$ cat src/hdl/difc_pkg.sv
package difc_pkg;

	typedef enum logic [1:0] {
		MODE_AWAKE  = 2'd0,
		MODE_FOUT   = 2'd1,
		MODE_ASLEEP = 2'd2,
		MODE_FIN    = 2'd3
	} mode_t;

	localparam logic [1:0] KIND_TICK  = 2'd0;
	localparam logic [1:0] KIND_ACT   = 2'd1;
	localparam logic [1:0] KIND_PRESS = 2'd2;
	localparam logic [1:0] KIND_FORCE = 2'd3;

	localparam logic [2:0] REG_DEF_BRIGHT = 3'd0;
	localparam logic [2:0] REG_IDLE_TO    = 3'd1;
	localparam logic [2:0] REG_FADE_STEP  = 3'd2;
	localparam logic [2:0] REG_FADE_OUT   = 3'd3;
	localparam logic [2:0] REG_FADE_IN    = 3'd4;
	localparam logic [2:0] REG_SLEEP_CHG  = 3'd5;

	localparam int CFG_IDX_W  = 3;
	localparam int CFG_DATA_W = 22;
	localparam int IN_TDATA_W = 56;
	localparam int OUT_TDATA_W = 16;

	localparam logic [7:0]  RST_DEF_BRIGHT = 8'd255;
	localparam logic [21:0] RST_IDLE_TO    = 22'd30000;
	localparam logic [9:0]  RST_FADE_STEP  = 10'd20;
	localparam logic [15:0] RST_FADE_OUT   = 16'd1000;
	localparam logic [15:0] RST_FADE_IN    = 16'd300;

	localparam logic [21:0] WAKE_MIN   = 22'd1000;
	localparam logic [21:0] WAKE_MAX   = 22'd3600000;
	localparam logic [21:0] WAKE_RESET = 22'd300000;
	localparam logic [7:0]  BRIGHT_MAX = 8'd255;

	// Interpolation product is an 8-bit span magnitude times a 16-bit elapsed time.
	localparam int DIV_BITS = 24;
	localparam int DIV_CW   = 5;

	typedef struct packed {
		logic load_in;
		logic prep;
		logic step;
		logic mul;
		logic div;
		logic fix;
		logic load_out;
	} cmd_t;

	typedef struct packed {
		logic need_div;
	} status_t;

	function automatic logic is_dark(mode_t m);
		return (m == MODE_FOUT) || (m == MODE_ASLEEP);
	endfunction

endpackage

$ cat src/hdl/difc_ctrl.sv
module difc_ctrl import difc_pkg::*; (
	input  logic    clk,
	input  logic    arst_n,
	input  logic    s_tvalid,
	output logic    s_tready,
	output logic    m_tvalid,
	input  logic    m_tready,
	input  status_t sts,
	output cmd_t    cmd
);

	typedef enum logic [2:0] {
		ST_IDLE,
		ST_PREP,
		ST_STEP,
		ST_MUL,
		ST_DIV,
		ST_FIX,
		ST_OUT
	} state_t;

	state_t state_q;
	logic [DIV_CW-1:0] cnt_q;
	logic m_tvalid_q;
	logic out_free;

	assign out_free = !m_tvalid_q || m_tready;
	assign s_tready = (state_q == ST_IDLE);
	assign m_tvalid = m_tvalid_q;

	always_comb begin
		cmd = '0;
		case (state_q)
			ST_IDLE: cmd.load_in  = s_tvalid;
			ST_PREP: cmd.prep     = 1'b1;
			ST_STEP: cmd.step     = 1'b1;
			ST_MUL:  cmd.mul      = 1'b1;
			ST_DIV:  cmd.div      = 1'b1;
			ST_FIX:  cmd.fix      = 1'b1;
			ST_OUT:  cmd.load_out = out_free;
			default: cmd = '0;
		endcase
	end

	always_ff @(posedge clk or negedge arst_n) begin
		if (!arst_n) begin
			state_q    <= ST_IDLE;
			cnt_q      <= '0;
			m_tvalid_q <= 1'b0;
		end else begin
			// A new result may replace the one taken in the same cycle.
			if (state_q == ST_OUT && out_free) begin
				m_tvalid_q <= 1'b1;
			end else if (m_tready) begin
				m_tvalid_q <= 1'b0;
			end
			case (state_q)
				ST_IDLE: begin
					if (s_tvalid) begin
						state_q <= ST_PREP;
					end
				end
				ST_PREP: state_q <= ST_STEP;
				ST_STEP: begin
					state_q <= sts.need_div ? ST_MUL : ST_OUT;
				end
				ST_MUL: begin
					cnt_q   <= '0;
					state_q <= ST_DIV;
				end
				ST_DIV: begin
					cnt_q <= cnt_q + 1'b1;
					if (cnt_q == DIV_CW'(DIV_BITS - 1)) begin
						state_q <= ST_FIX;
					end
				end
				ST_FIX: state_q <= ST_OUT;
				ST_OUT: begin
					if (out_free) begin
						state_q <= ST_IDLE;
					end
				end
				default: state_q <= ST_IDLE;
			endcase
		end
	end

endmodule

$ cat src/hdl/difc_datapath.sv
module difc_datapath import difc_pkg::*; #(
	parameter int TIME_BITS = 32
) (
	input  logic                   clk,
	input  logic                   arst_n,
	input  logic                   cfg_we,
	input  logic [CFG_IDX_W-1:0]   cfg_index,
	input  logic [CFG_DATA_W-1:0]  cfg_data,
	input  logic [IN_TDATA_W-1:0]  s_tdata,
	input  logic [1:0]             s_tuser,
	input  cmd_t                   cmd,
	output status_t                sts,
	output logic [OUT_TDATA_W-1:0] m_tdata,
	output logic [0:0]             m_tuser
);

	localparam int CW = (TIME_BITS > 22) ? TIME_BITS : 22;

	// Configuration
	logic [7:0]  def_q;
	logic [21:0] idle_q;
	logic [9:0]  step_q;
	logic [15:0] fout_q;
	logic [15:0] fin_q;
	logic        swc_q;

	// Controller state
	mode_t                mode_q;
	logic [TIME_BITS-1:0] la_q, fstart_q, flast_q, wu_q;
	logic [7:0]           src_q, tgt_q;
	logic                 frc_q, win_q;
	logic [21:0]          wl_q;

	// Latched item
	logic [1:0]           kind_q;
	logic [TIME_BITS-1:0] now_q;
	logic                 vbus_q, force_q;
	logic [21:0]          wlen_q;

	// Differences taken ahead of the decision cycle
	logic                 fnow_s1;
	logic [TIME_BITS-1:0] dact_s1, dstep_s1, dstart_s1, wsum_s1;

	// Working result and interpolation operands
	logic        wr_q, cons_q;
	logic [7:0]  br_q;
	logic [15:0] el_q, dur_q;
	logic [7:0]  mag_q;
	logic        neg_q;
	logic [DIV_BITS-1:0] dvd_q;
	logic [15:0] rem_q;

	// Output register
	logic       out_wr_q, out_cons_q, out_asleep_q, out_forced_q;
	logic [7:0] out_br_q;

	logic [TIME_BITS-1:0] fdiff;
	logic                 fcur;

	// Forced sleep holds unless an armed wake window has not yet run out.
	assign fdiff = now_q - wu_q;
	assign fcur  = frc_q && (!win_q || !fdiff[TIME_BITS-1]);

	mode_t                n_mode;
	logic [7:0]           n_src, n_tgt, n_br;
	logic                 restart, touch, stepped, n_wr, n_cons, div_req;
	logic [TIME_BITS-1:0] n_wu, ds, el, dact;
	logic                 n_win, n_frc;
	logic [21:0]          n_wl;
	logic [15:0]          dur;

	always_comb begin
		n_mode  = mode_q;
		n_src   = src_q;
		n_tgt   = tgt_q;
		n_br    = '0;
		restart = 1'b0;
		touch   = 1'b0;
		stepped = 1'b0;
		n_wr    = 1'b0;
		n_cons  = 1'b0;
		div_req = 1'b0;
		n_wu    = wu_q;
		n_win   = win_q;
		n_frc   = frc_q;
		n_wl    = wl_q;
		ds      = '0;
		el      = '0;
		dact    = '0;
		dur     = '0;
		case (kind_q)
			KIND_TICK: begin
				if (fnow_s1 && (n_mode == MODE_AWAKE || n_mode == MODE_FIN)) begin
					n_src   = def_q;
					n_tgt   = '0;
					restart = 1'b1;
					n_mode  = MODE_FOUT;
				end
				if (!fnow_s1 && !swc_q && vbus_q) begin
					touch = 1'b1;
					if (is_dark(n_mode)) begin
						n_src   = '0;
						n_tgt   = def_q;
						restart = 1'b1;
						n_mode  = MODE_FIN;
					end
				end
				ds   = restart ? '0 : dstep_s1;
				el   = restart ? '0 : dstart_s1;
				dact = touch ? '0 : dact_s1;
				dur  = (n_mode == MODE_FOUT) ? fout_q : fin_q;
				if (n_mode == MODE_AWAKE) begin
					if (!fnow_s1 && CW'(dact) >= CW'(idle_q)) begin
						n_src   = def_q;
						n_tgt   = '0;
						restart = 1'b1;
						n_mode  = MODE_FOUT;
					end
				end else if (n_mode == MODE_FOUT || n_mode == MODE_FIN) begin
					if (ds >= TIME_BITS'(step_q)) begin
						stepped = 1'b1;
						n_wr    = 1'b1;
						if (el >= TIME_BITS'(dur)) begin
							n_br   = n_tgt;
							n_mode = (n_mode == MODE_FOUT) ? MODE_ASLEEP : MODE_AWAKE;
						end else begin
							div_req = 1'b1;
						end
					end
				end
			end
			KIND_ACT: begin
				touch = 1'b1;
				if (is_dark(mode_q)) begin
					n_src   = '0;
					n_tgt   = def_q;
					restart = 1'b1;
					n_mode  = MODE_FIN;
				end
			end
			KIND_PRESS: begin
				touch = 1'b1;
				if (is_dark(mode_q)) begin
					if (frc_q) begin
						n_wu  = wsum_s1;
						n_win = 1'b1;
					end
					n_src   = '0;
					n_tgt   = def_q;
					restart = 1'b1;
					n_mode  = MODE_FIN;
					n_cons  = 1'b1;
				end else if (mode_q == MODE_FIN) begin
					n_cons = 1'b1;
				end
			end
			KIND_FORCE: begin
				if (wlen_q < WAKE_MIN) begin
					n_wl = WAKE_MIN;
				end else if (wlen_q > WAKE_MAX) begin
					n_wl = WAKE_MAX;
				end else begin
					n_wl = wlen_q;
				end
				if (force_q) begin
					n_frc = 1'b1;
				end else begin
					n_frc = 1'b0;
					n_wu  = '0;
					n_win = 1'b0;
					if (frc_q && is_dark(mode_q)) begin
						touch   = 1'b1;
						n_src   = '0;
						n_tgt   = def_q;
						restart = 1'b1;
						n_mode  = MODE_FIN;
					end
				end
			end
			default: n_mode = mode_q;
		endcase
	end

	assign sts.need_div = div_req;

	logic [16:0] rem_sh;
	logic signed [9:0] bsum;

	assign rem_sh = {rem_q, dvd_q[DIV_BITS-1]};
	assign bsum   = neg_q ? ($signed({2'b00, src_q}) - $signed({2'b00, dvd_q[7:0]}))
	                      : ($signed({2'b00, src_q}) + $signed({2'b00, dvd_q[7:0]}));

	always_ff @(posedge clk or negedge arst_n) begin
		if (!arst_n) begin
			def_q    <= RST_DEF_BRIGHT;
			idle_q   <= RST_IDLE_TO;
			step_q   <= RST_FADE_STEP;
			fout_q   <= RST_FADE_OUT;
			fin_q    <= RST_FADE_IN;
			swc_q    <= 1'b0;
			mode_q   <= MODE_AWAKE;
			la_q     <= '0;
			fstart_q <= '0;
			flast_q  <= '0;
			src_q    <= RST_DEF_BRIGHT;
			tgt_q    <= '0;
			frc_q    <= 1'b0;
			wl_q     <= WAKE_RESET;
			wu_q     <= '0;
			win_q    <= 1'b0;
		end else begin
			if (cfg_we) begin
				case (cfg_index)
					REG_DEF_BRIGHT: def_q  <= cfg_data[7:0];
					REG_IDLE_TO:    idle_q <= cfg_data[21:0];
					REG_FADE_STEP:  step_q <= cfg_data[9:0];
					REG_FADE_OUT:   fout_q <= cfg_data[15:0];
					REG_FADE_IN:    fin_q  <= cfg_data[15:0];
					REG_SLEEP_CHG:  swc_q  <= cfg_data[0];
					default: ;
				endcase
			end
			if (cmd.step) begin
				mode_q <= n_mode;
				src_q  <= n_src;
				tgt_q  <= n_tgt;
				frc_q  <= n_frc;
				wl_q   <= n_wl;
				wu_q   <= n_wu;
				win_q  <= n_win;
				if (touch) begin
					la_q <= now_q;
				end
				if (restart) begin
					fstart_q <= now_q;
				end
				if (restart || stepped) begin
					flast_q <= now_q;
				end
			end
		end
	end

	always_ff @(posedge clk) begin
		if (cmd.load_in) begin
			kind_q  <= s_tuser;
			now_q   <= s_tdata[TIME_BITS-1:0];
			vbus_q  <= s_tdata[32];
			force_q <= s_tdata[33];
			wlen_q  <= s_tdata[55:34];
		end
		if (cmd.prep) begin
			fnow_s1   <= fcur;
			dact_s1   <= now_q - la_q;
			dstep_s1  <= now_q - flast_q;
			dstart_s1 <= now_q - fstart_q;
			wsum_s1   <= TIME_BITS'(CW'(now_q) + CW'(wl_q));
		end
		if (cmd.step) begin
			wr_q   <= n_wr;
			br_q   <= n_br;
			cons_q <= n_cons;
			el_q   <= el[15:0];
			dur_q  <= dur;
			neg_q  <= (n_tgt < n_src);
			mag_q  <= (n_tgt < n_src) ? (n_src - n_tgt) : (n_tgt - n_src);
		end
		if (cmd.mul) begin
			dvd_q <= DIV_BITS'(mag_q) * DIV_BITS'(el_q);
			rem_q <= '0;
		end
		if (cmd.div) begin
			// One restoring step: the quotient bit shifts in where the dividend leaves.
			if (rem_sh >= {1'b0, dur_q}) begin
				rem_q <= 16'(rem_sh - {1'b0, dur_q});
				dvd_q <= {dvd_q[DIV_BITS-2:0], 1'b1};
			end else begin
				rem_q <= rem_sh[15:0];
				dvd_q <= {dvd_q[DIV_BITS-2:0], 1'b0};
			end
		end
		if (cmd.fix) begin
			if (bsum < 0) begin
				br_q <= '0;
			end else if (bsum > $signed({2'b00, BRIGHT_MAX})) begin
				br_q <= BRIGHT_MAX;
			end else begin
				br_q <= bsum[7:0];
			end
		end
		if (cmd.load_out) begin
			out_wr_q     <= wr_q;
			out_br_q     <= br_q;
			out_cons_q   <= cons_q;
			out_asleep_q <= is_dark(mode_q);
			out_forced_q <= fcur;
		end
	end

	assign m_tdata = {5'b0, out_forced_q, out_asleep_q, out_cons_q, out_br_q};
	assign m_tuser = out_wr_q;

endmodule

$ cat src/hdl/display_idle_fade_controller.sv
// Display idle controller: tracks awake, fading out, asleep and fading in, and returns one
// result item for every input item. After the decision, an item with no interpolation goes
// to the output register; a tick that interpolates a fade first runs a 24-step restoring
// divider. One item is in work at a time; the next one is accepted in the cycle after the
// result is loaded into the output register, even while it still waits for m_tready.
// Configuration is to be written through cfg_we, cfg_index and cfg_data only while no item
// is in work; the block does not enforce this. Timestamps wrap modulo 2^TIME_BITS.
module display_idle_fade_controller import difc_pkg::*; #(
	parameter int TIME_BITS = 32
) (
	input  logic                   clk,
	input  logic                   arst_n,
	input  logic                   cfg_we,
	input  logic [CFG_IDX_W-1:0]   cfg_index,
	input  logic [CFG_DATA_W-1:0]  cfg_data,
	input  logic                   s_tvalid,
	output logic                   s_tready,
	input  logic [IN_TDATA_W-1:0]  s_tdata,  // now_ms[31:0], vbus_in, force_on, wake_len_ms[21:0]
	input  logic [1:0]             s_tuser,  // kind
	output logic                   m_tvalid,
	input  logic                   m_tready,
	output logic [OUT_TDATA_W-1:0] m_tdata,  // brightness[7:0], press_consumed, asleep,
	                                         // forced_active, zero fill
	output logic [0:0]             m_tuser   // bright_write
);

	cmd_t    cmd;
	status_t sts;

	difc_ctrl u_ctrl (
		.clk      (clk),
		.arst_n   (arst_n),
		.s_tvalid (s_tvalid),
		.s_tready (s_tready),
		.m_tvalid (m_tvalid),
		.m_tready (m_tready),
		.sts      (sts),
		.cmd      (cmd)
	);

	difc_datapath #(
		.TIME_BITS (TIME_BITS)
	) u_dp (
		.clk       (clk),
		.arst_n    (arst_n),
		.cfg_we    (cfg_we),
		.cfg_index (cfg_index),
		.cfg_data  (cfg_data),
		.s_tdata   (s_tdata),
		.s_tuser   (s_tuser),
		.cmd       (cmd),
		.sts       (sts),
		.m_tdata   (m_tdata),
		.m_tuser   (m_tuser)
	);

endmodule

$ cat config.mk
export PLATFORM = sky130hd
export DESIGN_NAME = display_idle_fade_controller
export DESIGN_NICKNAME = d
export VERILOG_FILES = /design/src/hdl/difc_pkg.sv /design/src/hdl/difc_ctrl.sv /design/src/hdl/difc_datapath.sv /design/src/hdl/display_idle_fade_controller.sv
export SDC_FILE = /design/constraint.sdc
export NUM_CORES = 1
export LEC_CHECK = 0
export BUFFER_PORTS_ARGS = -buffer_cell sky130_fd_sc_hd__buf_2
export CELL_PAD_IN_SITES_DETAIL_PLACEMENT = 1
export CELL_PAD_IN_SITES_GLOBAL_PLACEMENT = 1
export CORE_ASPECT_RATIO = 0.6
export CORE_MARGIN = 2
export CORE_UTILIZATION = 37
export CTS_CLUSTER_SIZE = 14
export DETAILED_ROUTE_END_ITERATION = 10
export PLACE_DENSITY = 0.6
export SETUP_SLACK_MARGIN = 0.2
export SYNTH_ARGS = -nofsm -noshare
export SYNTH_HDL_FRONTEND = slang
export SYNTH_SLANG_ARGS = --single-unit
$ cat constraint.sdc
create_clock -name clk -period 8.9 [get_ports clk]
set_clock_uncertainty 0.15 [all_clocks]
set_input_delay 0.89 -clock clk [delete_from_list [all_inputs] [get_ports clk]]
set_output_delay 0.89 -clock clk [all_outputs]
set_load 0.01 [all_outputs]
== After elaboration in Yosys (flattened, before gate mapping) ==
Index checks and enable logic that the tools add are counted.
Word-level totals
  register bits: 542
  input bits: 88
  output and inout bits: 19
  logic and storage cells: 241
Cells by class
  add/subtract/negate cells: 11
  multiply operators: 1
  order comparisons: 9
  equal/unequal tests: 30
  multiplexer cells: 104
  reduce and logical (&&, ||, !) cells: 43
Operators by type and width (count)
  2-to-1 mux 8 bit: 26
  2-to-1 mux 32 bit: 6
  subtractor 32 bit: 4
  2-to-1 mux 16 bit: 4
  one-hot mux 32 bit (2 select lines): 1
  2-to-1 mux 24 bit: 2
  one-hot mux 8 bit (3 select lines): 2
  2-to-1 mux 22 bit: 2
  2-to-1 mux 1 bit: 36
  adder 32 x 22 -> 32 bit: 1
  >= comparator 32 x 10 -> 1 bit: 1
  >= comparator 32 x 16 -> 1 bit: 1
  >= comparator 32 x 22 -> 1 bit: 1
  2-to-1 mux 2 bit: 14
  multiplier 8 x 16 -> 24 bit: 1
  greater-than comparator 22 bit (second input constant): 1
  less-than comparator 22 x 10 -> 1 bit (second input constant): 1
  one-hot mux 3 bit (7 select lines): 1
  AND reduction 2 bit: 10
  >= comparator 17 x 16 -> 1 bit: 1
  subtractor 16 bit: 1
  subtractor 8 bit: 2
  == test 3 bit (second input constant): 5
  == test 2 bit (second input constant): 6
  other kinds (28): 68

== Depth between registers and ports, before layout ==
Gate-level depths: netlist of run 1.
  depth after elaboration: 20
  mapped depth: 28
  mapped depth without buffers: 24

== Hierarchy ==
A second synthesis of run 1 with hierarchy kept.
Unflattened totals
  cell total of the unflattened synthesis: 3230
  area, all modules: 34510.6 µm²
Modules (own cells, without submodules)
  difc_datapath: instances 1, cells each 3177, area each 33978.8 µm², seq. area each 14843.0 µm²
  difc_ctrl: instances 1, cells each 53, area each 531.8 µm², seq. area each 225.2 µm²

== Worst setup path after synthesis of run 1 ==
No wires, ideal clock.
  kind: reg-to-reg
  start point: reg u_ctrl.state_q[1]
  end point: reg u_dp.dact_s1[0] (enable)
  setup time: 0.619 ns
  arrival time: 6.142 ns
  required time: 8.131 ns
  path slack: 1.989 ns
  stages on the path, launching flop included: 5
  buffers on the path: 1
  clock period less this slack: 6.911 ns
  cell sequence: dfrtp_1 > clkbuf_1 > inv_1 > nand2_1 > nor2_1
Between the ends
  longest elaborated chain between the ends: 2
RTL lines
  from (decl): RTL line difc_ctrl.sv:22  | state_t state_q;
  from (signal assigned): RTL line difc_ctrl.sv:65  | state_q <= sts.need_div ? ST_MUL : ST_OUT;
  == test 3 x 1 -> 1 bit: RTL line difc_ctrl.sv:33  | case (state_q)
  2-to-1 mux 1 bit: RTL line difc_ctrl.sv:33
  to (signal assigned): RTL line difc_datapath.sv:254  | dact_s1 <= now_q - la_q;
  to (decl): RTL line difc_datapath.sv:42  | logic [TIME_BITS-1:0] dact_s1, dstep_s1, dstart_s1, wsum_s1;
No other way between the ends.
A chain may end at the register's enable or synchronous reset.

== Final worst setup path of run 1 ==
  start point: reg u_dp.mode_q[1]
  end point: reg u_dp.mag_q[7], data pin
Between the ends
  longest elaborated chain between the ends: 15
  elaborated cells between the ends (all ways): 39
  classes of those cells: 2 x add/sub; 1 x order compare; 5 x eq/ne; 24 x mux; 7 x reduce/logical
RTL lines
  from (decl): RTL line difc_datapath.sv:28  | mode_t mode_q;
  from (signal assigned): RTL line difc_datapath.sv:224  | mode_q <= n_mode;
  == test 2 bit or zero test 2 bit (tied branches): RTL line difc_datapath.sv:93  | if (fnow_s1 && (n_mode == MODE_AWAKE || n_mode == MODE_FIN)) begin
  logical OR 1 bit: RTL line difc_datapath.sv:93
  logical AND 1 bit: RTL line difc_datapath.sv:93
  2-to-1 mux 2 bit: RTL line difc_datapath.sv:93
  2-to-1 mux 2 bit: RTL line difc_datapath.sv:91  | case (kind_q)
  == test 2 x 1 -> 1 bit or == test 2 bit (tied branches): RTL line difc_pkg.sv:57  | return (m == MODE_FOUT) || (m == MODE_ASLEEP);
  logical OR 1 bit: RTL line difc_pkg.sv:57
  2-to-1 mux 2 bit: RTL line difc_datapath.sv:101  | if (is_dark(n_mode)) begin
  2-to-1 mux 2 bit: RTL line difc_datapath.sv:99  | if (!fnow_s1 && !swc_q && vbus_q) begin
  2-to-1 mux 2 bit: RTL line difc_datapath.sv:91
  zero test 2 bit: RTL line difc_datapath.sv:112  | if (n_mode == MODE_AWAKE) begin
  2-to-1 mux 8 bit: RTL line difc_datapath.sv:112
  one-hot mux 8 bit (3 select lines) *: RTL line difc_datapath.sv:91
  named net u_dp.n_tgt[1]: RTL line difc_datapath.sv:65  | logic [7:0] n_src, n_tgt, n_br;
  subtractor 8 bit or less-than comparator 8 bit (tied branches): RTL line difc_datapath.sv:266  | mag_q <= (n_tgt < n_src) ? (n_src - n_tgt) : (n_tgt - n_src);
  2-to-1 mux 8 bit *: RTL line difc_datapath.sv:266
  to (signal assigned): RTL line difc_datapath.sv:266
  to (decl): RTL line difc_datapath.sv:48  | logic [7:0] mag_q;
The timed path passes the listed nets; every way through them passes the cells marked *. The select of a mux whose other input is x is not followed.

==> results.md, run 1 <==
* GRT Util Overall at 20.4%
* Area leader, netlist: edfxtp_1
* Setup violators final at 0
* Worst vdd ir at approximately 0.18 mV
* Synthesized area per cell at around 10 um^2
* Vias at about 25000
* Highest metal used: met4
* Post-route minimum period at 7250 ps
* CTS tree: done
* WL final at between 90000 and 100000 um
* Die H at about 240 um
* Pleak at approximately 17 nW
* Final nets at slightly below 4000
* Max Buffers Root-to-Sink at 3
* Final Cycle Share at between 80% and 90%
* Slew margin rel. at 12.9%
* Reg clk slew, reported paths at roughly 70 ps
* Worst EP arrival at roughly 7600 ps
* Max-slew violation count at 0
* Remaining antenna violation count at 0
* Pwr dens at 355 nW/um^2
* Number of synthesized flops with an enable pin at 290
* Hold-fix buffers, CTS at 0
* GR Overflow Total at 0
* Placer Congestion at 0.847
* Setup bufs post-CTS at 0
* Synthesis Warnings at 0
* Hold Path Class: in -> async
* Fin. Hold Viols at 0
* CP required at between 9000 and 10000 ps
* Clock latency on the worst-skew pair at roughly 660 ps
* Via density at roughly 5.3
* Drt wl/cell at approximately 21 um
* Dpl hpwl at between 70000 and 80000 um
* Largest net degree at the start of global routing at about 160
* Worst Setup EP: u_dp.mag_q[7]$_DFFE_PP_
* Reg-to-reg startpoint: u_dp.mode_q[1]$_DFFE_PN0P_
* Area share of the largest cell type after synthesis at 25.0%
* Initial Util at a little under two fifths
* Die Span X at approximately 400 um
* Antenna violations before repair at 3
* CP endpoint kind: flip-flop
* CTS root buf: clkbuf_16
* Post-route insts no fill at 4712
* DRC Markers at 0
* IO buf count at 101
* Fill count at slightly above 10000
* R2R depth at 23
* Initial detailed-routing violation count at 1475
* Worst Max-Slew Pin Slew at ~1300 ps
* Max frequency at approximately 140 MHz
* Crit path launch type: flip-flop
* DR WL met3 at 4690 um
* Setup tns final at 0 ps
* DR pass1 iterations at 5
* Num rows at 87
* Most common flop cell mapped by yosys: edfxtp_1
* Crit path from: u_dp.mode_q[1]$_DFFE_PN0P_
* Top post-synthesis cells by area: edfxtp_1 25%, dfrtp_1 15%, ha_1 11%
* Area Growth Syn to Fin at 11.0%
* Setup CP Type: reg -> reg
* R2R setup slack at between 1500 and 2000 ps
* Cell with the most instances after synthesis: inv_1
* Synth top cells by count: 336 x inv_1, 293 x ha_1, 293 x nand2_1, 290 x edfxtp_1, 209 x dfrtp_1
* Post-synthesis cell area at around 35000 um^2
* Post-synth cell types at 95
* Power Total at 13.7 mW
* Sequential-to-total area share from yosys stat at between 40 and 50%
* Synth Register Bits at around 540
* Share of layout cells above drive strength 1 at 10.3%
* Worst-path maximum fanout at 46
* Inst Count DP at between 4000 and 5000
* Vias in the first global route at roughly 26000
* Max-cap violations at 0
* Syn Inst Count at roughly 3300
* Post-synthesis async set-or-reset flop share at 46.5%
* Cts bufs inserted at 57
* Status: completed
* FF-to-FF End: u_dp.mag_q[7]$_DFFE_PP_
* Die area at between 90000 and 100000 um^2
* Core area at 93500 um^2
* First-pass GRT wire length at 153000 um
* Unrepaired setup endpoints after global routing: no
* # H-tree levels at 2
* I/O Pins at 107
* M1 WL at ~54000 um
* Final core utilization at about two fifths
* Gates resized, CTS repair at 0
* Met2 WL post-DR at about 38000 um
* CTS Sinks at roughly 540
[layout by cell type, fill, tap and decap left out, types with 31 or more instances in the layout]
master,n
inv_1,335
nand2_1,293
ha_1,293
edfxtp_1,290
dfrtp_1,209
o21ai_0,188
a21oi_1,159
nor2_1,147
and2_1,106
buf_2,100
xnor2_1,97
fa_1,93
a21o_1,91
nor2b_1,82
nand2b_1,67
clkbuf_16,58
mux2_1,57
mux2_2,48
mux2i_1,45
and3_1,44
nand3_1,44
dfstp_2,43
nor3_1,42
xor2_1,42
a22o_1,37
o21a_1,34
buf_4,31
[cells by family after synthesis]
kind of cell	after synthesis	share of synthesized area [%]
AO/OA/AOI/OAI	736	14.0
multiplexers	150	4.70
buffers and inverters	446	5.11
adder cells (fa/ha/maj)	386	15.9
AND/OR/NAND/NOR	930	13.5
flip-flops	542	43.3
XOR/XNOR	139	3.50
other	1	0.0108
[where the power goes]
group / internal [mW] / switching, mW
sequential: 3.69 / 0.481
combinational: 2.91 / 4.16
clock: 1.37 / 1.08
total: 7.96 / 5.72
[metrics by stage]
stage | hold WS (ps) | cell area, um^2 | setup slack, ps
6_report | 114 | 38600 | 1650
3_3_place_gp | 256 | 36700 | 1870
4_1_cts | 124 | 38600 | 1690
2_1_floorplan | 250 | 34800 | 1990
3_5_place_dp | 256 | 36700 | 1710
5_1_grt | 146 | 38600 | 1090
[layer usage]
| metal | vias to the layer above | GRT usage (%) |
|---|---|---|
| met3 | 94 | 3.15 |
| li1 | 11900 | - |
| met2 | 409 | 27.9 |
| met1 | 12500 | 33.4 |
| met4 | 0 | 3.66 |
| met5 | - | 0 |
[area by class of cell]
type / instances / area (um^2) / share of cell area [%]
antenna: 3 / 7.51 / 0.0195
inverter: 336 / 1260 / 3.27
tap: 1246 / 1560 / 4.04
timing repair buffer: 133 / 768 / 1.99
clock inverter: 27 / 273 / 0.707
sequential: 542 / 15100 / 39.1
clock buffer: 79 / 1620 / 4.20
multi-input combinational: 2346 / 18000 / 46.7
[flip-flops by register name (all words and copies together) (netlist names), 16 cells and up]
register        count
u_dp.wl_q          22
u_dp.dstart_s1     32
u_dp.idle_q        22
u_dp.fout_q        16
u_dp.dstep_s1      32
u_dp.fin_q         16
u_dp.dact_s1       32
u_dp.fstart_q      32
u_dp.el_q          16
u_dp.now_q         32
u_dp.dur_q         16
u_dp.wu_q          32
u_dp.rem_q         16
u_dp.flast_q       32
u_dp.wlen_q        22
u_dp.wsum_s1       32
u_dp.dvd_q         24
u_dp.la_q          32
[critical path, stage by stage (launching register included)]
cell and delay [ps]:
dfrtp_1 480, inv_1 90, ha_1 440, nand2b_1 470
nand2_1 200, ha_1 370, nor4bb_2 1030, nor2_2 10
buf_4 290, nand3_1 150, nand2_1 60, buf_4 220
a22o_1 300, fa_1 430, a21o_1 170, a21oi_1 190
o21ai_1 100, a31oi_2 340, buf_4 250, mux2_1 350
a221o_1 330, a211oi_2 330, nor2_1 100, a211oi_1 230
[worst min-delay path by stage]
stage                                 to  slack (ps)  cells past startpoint
5_1_grt        u_dp.wu_q[21]$_DFFE_PN0P_         150                      1
2_1_floorplan     u_dp.m_tuser$_DFFE_PP_         250                      0
4_1_cts        u_dp.wu_q[21]$_DFFE_PN0P_         120                      1
6_report       u_dp.wu_q[21]$_DFFE_PN0P_         110                      1
3_5_place_dp   u_dp.out_cons_q$_DFFE_PP_         260                      0
3_3_place_gp      u_dp.m_tuser$_DFFE_PP_         260                      0
(Power assumes the default switching activity.)
==> run 2: changes to the inputs <==
- ABC_AREA: default -> 1
- PLACE_DENSITY: 0.6 -> 0.62
- clock period: 8.9 -> 7.2 ns (I/O delays scaled with it)
==> run 2 against run 1 <==
Area after synthesis is 3.1% higher. Fmax is 20% higher. Worst hold slack worse by 50 ps. First-iteration DRC count is 55% higher. Highest routed layer is now met5. Cell area is 2.8% higher. Global-route usage is 2.3 points higher. Sequential cell count stayed put. Non-clock buffer count is 6 lower. Core utilization hardly changed. Via count is 15% higher.
==> results.md, run 2 <==
* Status: completed
* IO buf count at 101 (unchanged)
* Post-route minimum period at 6060 ps (-1190 ps)
* Die H at 245 um (+1.5%)
* Die area at 99500 um^2 (+3.1%)
* Remaining antenna violation count at 0 (unchanged)
* CP endpoint kind: flip-flop
* CTS tree: done
* Max-slew violation count at 0 (unchanged)
* Via density at 5.05 (-4.4%)
* Antenna violations before repair at 3 (unchanged)
* Syn Inst Count at 4235 (+27%)
* Post-synthesis cell area at 35800 um^2 (+3.1%)
* Post-synth cell types at 57 (-40%)
* DR pass1 iterations at 7 (+2)
* Setup CP Type: reg -> reg
* Clock latency on the worst-skew pair at 670 ps (about the same)
* Worst-path maximum fanout at 33 (-28%)
* CTS root buf: clkbuf_16
* Dpl hpwl at 87900 um (+16%)
* Core area at 96000 um^2 (+2.7%)
* Setup violators final at 0 (unchanged)
* I/O Pins at 107 (unchanged)
* Slowest stage delay, CP at 680 ps (-350 ps)
* Cell with the most instances on the worst path: nand2_1
* Area share of the largest cell type after synthesis at 24.3% (-0.75 points)
* Setup tns final at 0 ps (unchanged)
* Crit path launch type: flip-flop
* Synthesis Warnings at 0 (unchanged)
* Initial detailed-routing violation count at 2281 (+55%)
* Number of synthesized flops with an enable pin at 290 (unchanged)
* Num rows at 88 (+1.1%)
* GR Overflow Total at 0 (unchanged)
* Hold Path Class: in -> reg
* Unrepaired setup endpoints after global routing: no
* Fin. Hold Viols at 0 (unchanged)
* GRT Util Overall at 22.7% (+2.3 points)
* Max frequency at 165 MHz (+20%)
* Sequential-to-total area share from yosys stat at 42.0% (-1.3 points)
* Cts bufs inserted at 58 (+1.8%)
* Worst EP arrival at 6510 ps (-1060 ps)
* Worst Max-Slew Pin Slew at 1230 ps (-55.0 ps)
* Reg area at 15100 um^2 (unchanged)
* Area of the multi-input gates at 17600 um^2 (-2.2%)
* # H-tree levels at 2 (unchanged)
* Critical-path cell with the highest stage delay: nand2_2
* Initial Util at 37.3% (+0.15 points)
* Post-synthesis async set-or-reset flop share at 46.5% (unchanged)
* Synth top cells by count: 959 x nand2_1, 701 x inv_1, 295 x nor2_1, 293 x ha_1
* DRC Markers at 0 (unchanged)
* Most common cell after layout, fill and taps aside: nand2_1
* Largest net degree at the start of global routing at 140 (-14%)
* Area leader, netlist: edfxtp_1
* Ant. Diodes at 0 (-3)
* Final nets at 4775 (+23%)
* Most common flop cell mapped by yosys: edfxtp_1
* Area Growth Syn to Fin at 10.6%
* Die Span X at 406 um (+1.5%)
* Max-cap violations at 0 (unchanged)
* CTS Sinks at 542 (unchanged)
* Drt wl/cell at 19.7 um (-5.1%)
* Reg clk slew, reported paths at 70 ps (about the same)
* Share of layout cells above drive strength 1 at 7.06% (-3.3 points)
* Placer Congestion at 0.882 (+4.2%)
* Final Cycle Share at 84.1% (+2.7 points)
* Top post-synthesis cells by area: edfxtp_1 24%, dfrtp_1 15%, ha_1 10%
* Vias in the first global route at 28900 (+11%)
* Slew margin rel. at 17.5% (+4.7 points)
* Max Buffers Root-to-Sink at 3 (unchanged)
* Synthesized area per cell at 8.46 um^2 (-19%)
* Commonest non-fill, non-tap cells in the layout: 958 x nand2_1, 700 x inv_1, 293 x ha_1
* First-pass GRT wire length at 174000 um (+14%)
* Synth Register Bits at 542 (unchanged)
* Cell with the most instances after synthesis: nand2_1
* WL final at 111000 um (+14%)
* Vias at 28600 (+15%)
* CP required at 7650 ps (-1570 ps)
* Fill count at 11500 (+12%)
-- run 2: changes by cell type in the layout (fill, tap and decap cells not counted), sizes merged, moves of 96 or more --
cell / change
and2: -107
o21ai: +111
inv: +375
nor2: +148
nand2: +674
nand3: +136
a21oi: +96
mux2: -104
-- run 2: per-stage QoR --
step / instances / setup slack (ps) / area (um^2) / util (%) / hold slack [ps]
4_1_cts: 5656 / 1210 / 39600 / 41.3 / 19.4
5_1_grt: 5656 / 529 / 39600 / 41.3 / 30.3
3_3_place_gp: 5545 / 1410 / 37700 / 39.3 / 256
3_5_place_dp: 5545 / 1240 / 37700 / 39.3 / 259
6_report: 5656 / 1140 / 39600 / 41.3 / 63.5
2_1_floorplan: 4239 / 551 / 35900 / - / 250
-- run 2: kinds of logic (layout without fill, tap and decap cells) --
family | count (synthesis) | in the layout | share of synthesized area [%]
multiplexers | 16 | 16 | 0.450
flip-flops | 542 | 542 | 42.0
other | 1 | 5 | 0.0105
XOR/XNOR | 152 | 152 | 3.71
AO/OA/AOI/OAI | 742 | 742 | 11.5
adder cells (fa/ha/maj) | 386 | 386 | 15.4
buffers and inverters | 834 | 946 | 9.00
AND/OR/NAND/NOR | 1562 | 1562 | 17.9
-- run 2: per-layer routing --
layer  vias to the layer above  share of wire [%]  track usage (%)
li1                      13900                  -                -
met1                     14000                 57             38.5
met2                       566                 35             28.6
met3                        81                6.5             4.91
met4                         2                1.1             3.11
met5                         -              0.012                0
-- run 2: path summary, 6_finish.rpt --
| kind | from | to | slack [ps] | depth (start not counted) |
|---|---|---|---|---|
| worst max-delay path | u_dp.mode_q[1]$_DFFE_PN0P_ | u_dp.flast_q[6]$_DFFE_PN0P_ | 1140 | 28 |
| worst min-delay path | s_tdata[50] | u_dp.wlen_q[16]$_DFFE_PP_ | 60 | 1 |
| worst max register to register | u_dp.mode_q[1]$_DFFE_PN0P_ | u_dp.flast_q[6]$_DFFE_PN0P_ | 1140 | 28 |
| worst min register to register | u_dp.br_q[0]$_DFFE_PP_ | u_dp.out_br_q[0]$_DFFE_PP_ | 270 | 0 |
| max in group asynchronous | arst_n | u_dp.idle_q[19]$_DFFE_PN0P_ | 5070 | 3 |
| min in group asynchronous | arst_n | u_dp.wu_q[20]$_DFFE_PN0P_ | 430 | 2 |
-- run 2: what timing repair did --
action	CTS	global route
hold endpoints to repair	61	0
buffers inserted	0	0
resized for setup	0	0
hold buffers	1	0
-- run 2: final cells by class --
| cell class | instances | area share, % |
|---|---|---|
| clock buffers | 74 | 4.02 |
| inverters | 709 | 6.71 |
| flip-flops and latches | 542 | 38.0 |
| well taps | 1305 | 4.12 |
| multi-input cells | 2863 | 44.5 |
| clock inverters | 36 | 0.821 |
| repair buffers | 127 | 1.86 |
-- run 2: critical path: cells and delay by family, from the launching register on --
kind,cells,cell delay (ps)
simple gates,21,4010
fa+ha+maj,3,890
buf+inv,4,510
flops,1,390
Power of run 2 is left out: the tool's default activity adds up to more than one toggle a clock period on the data nets, which glitch-free logic cannot reach.
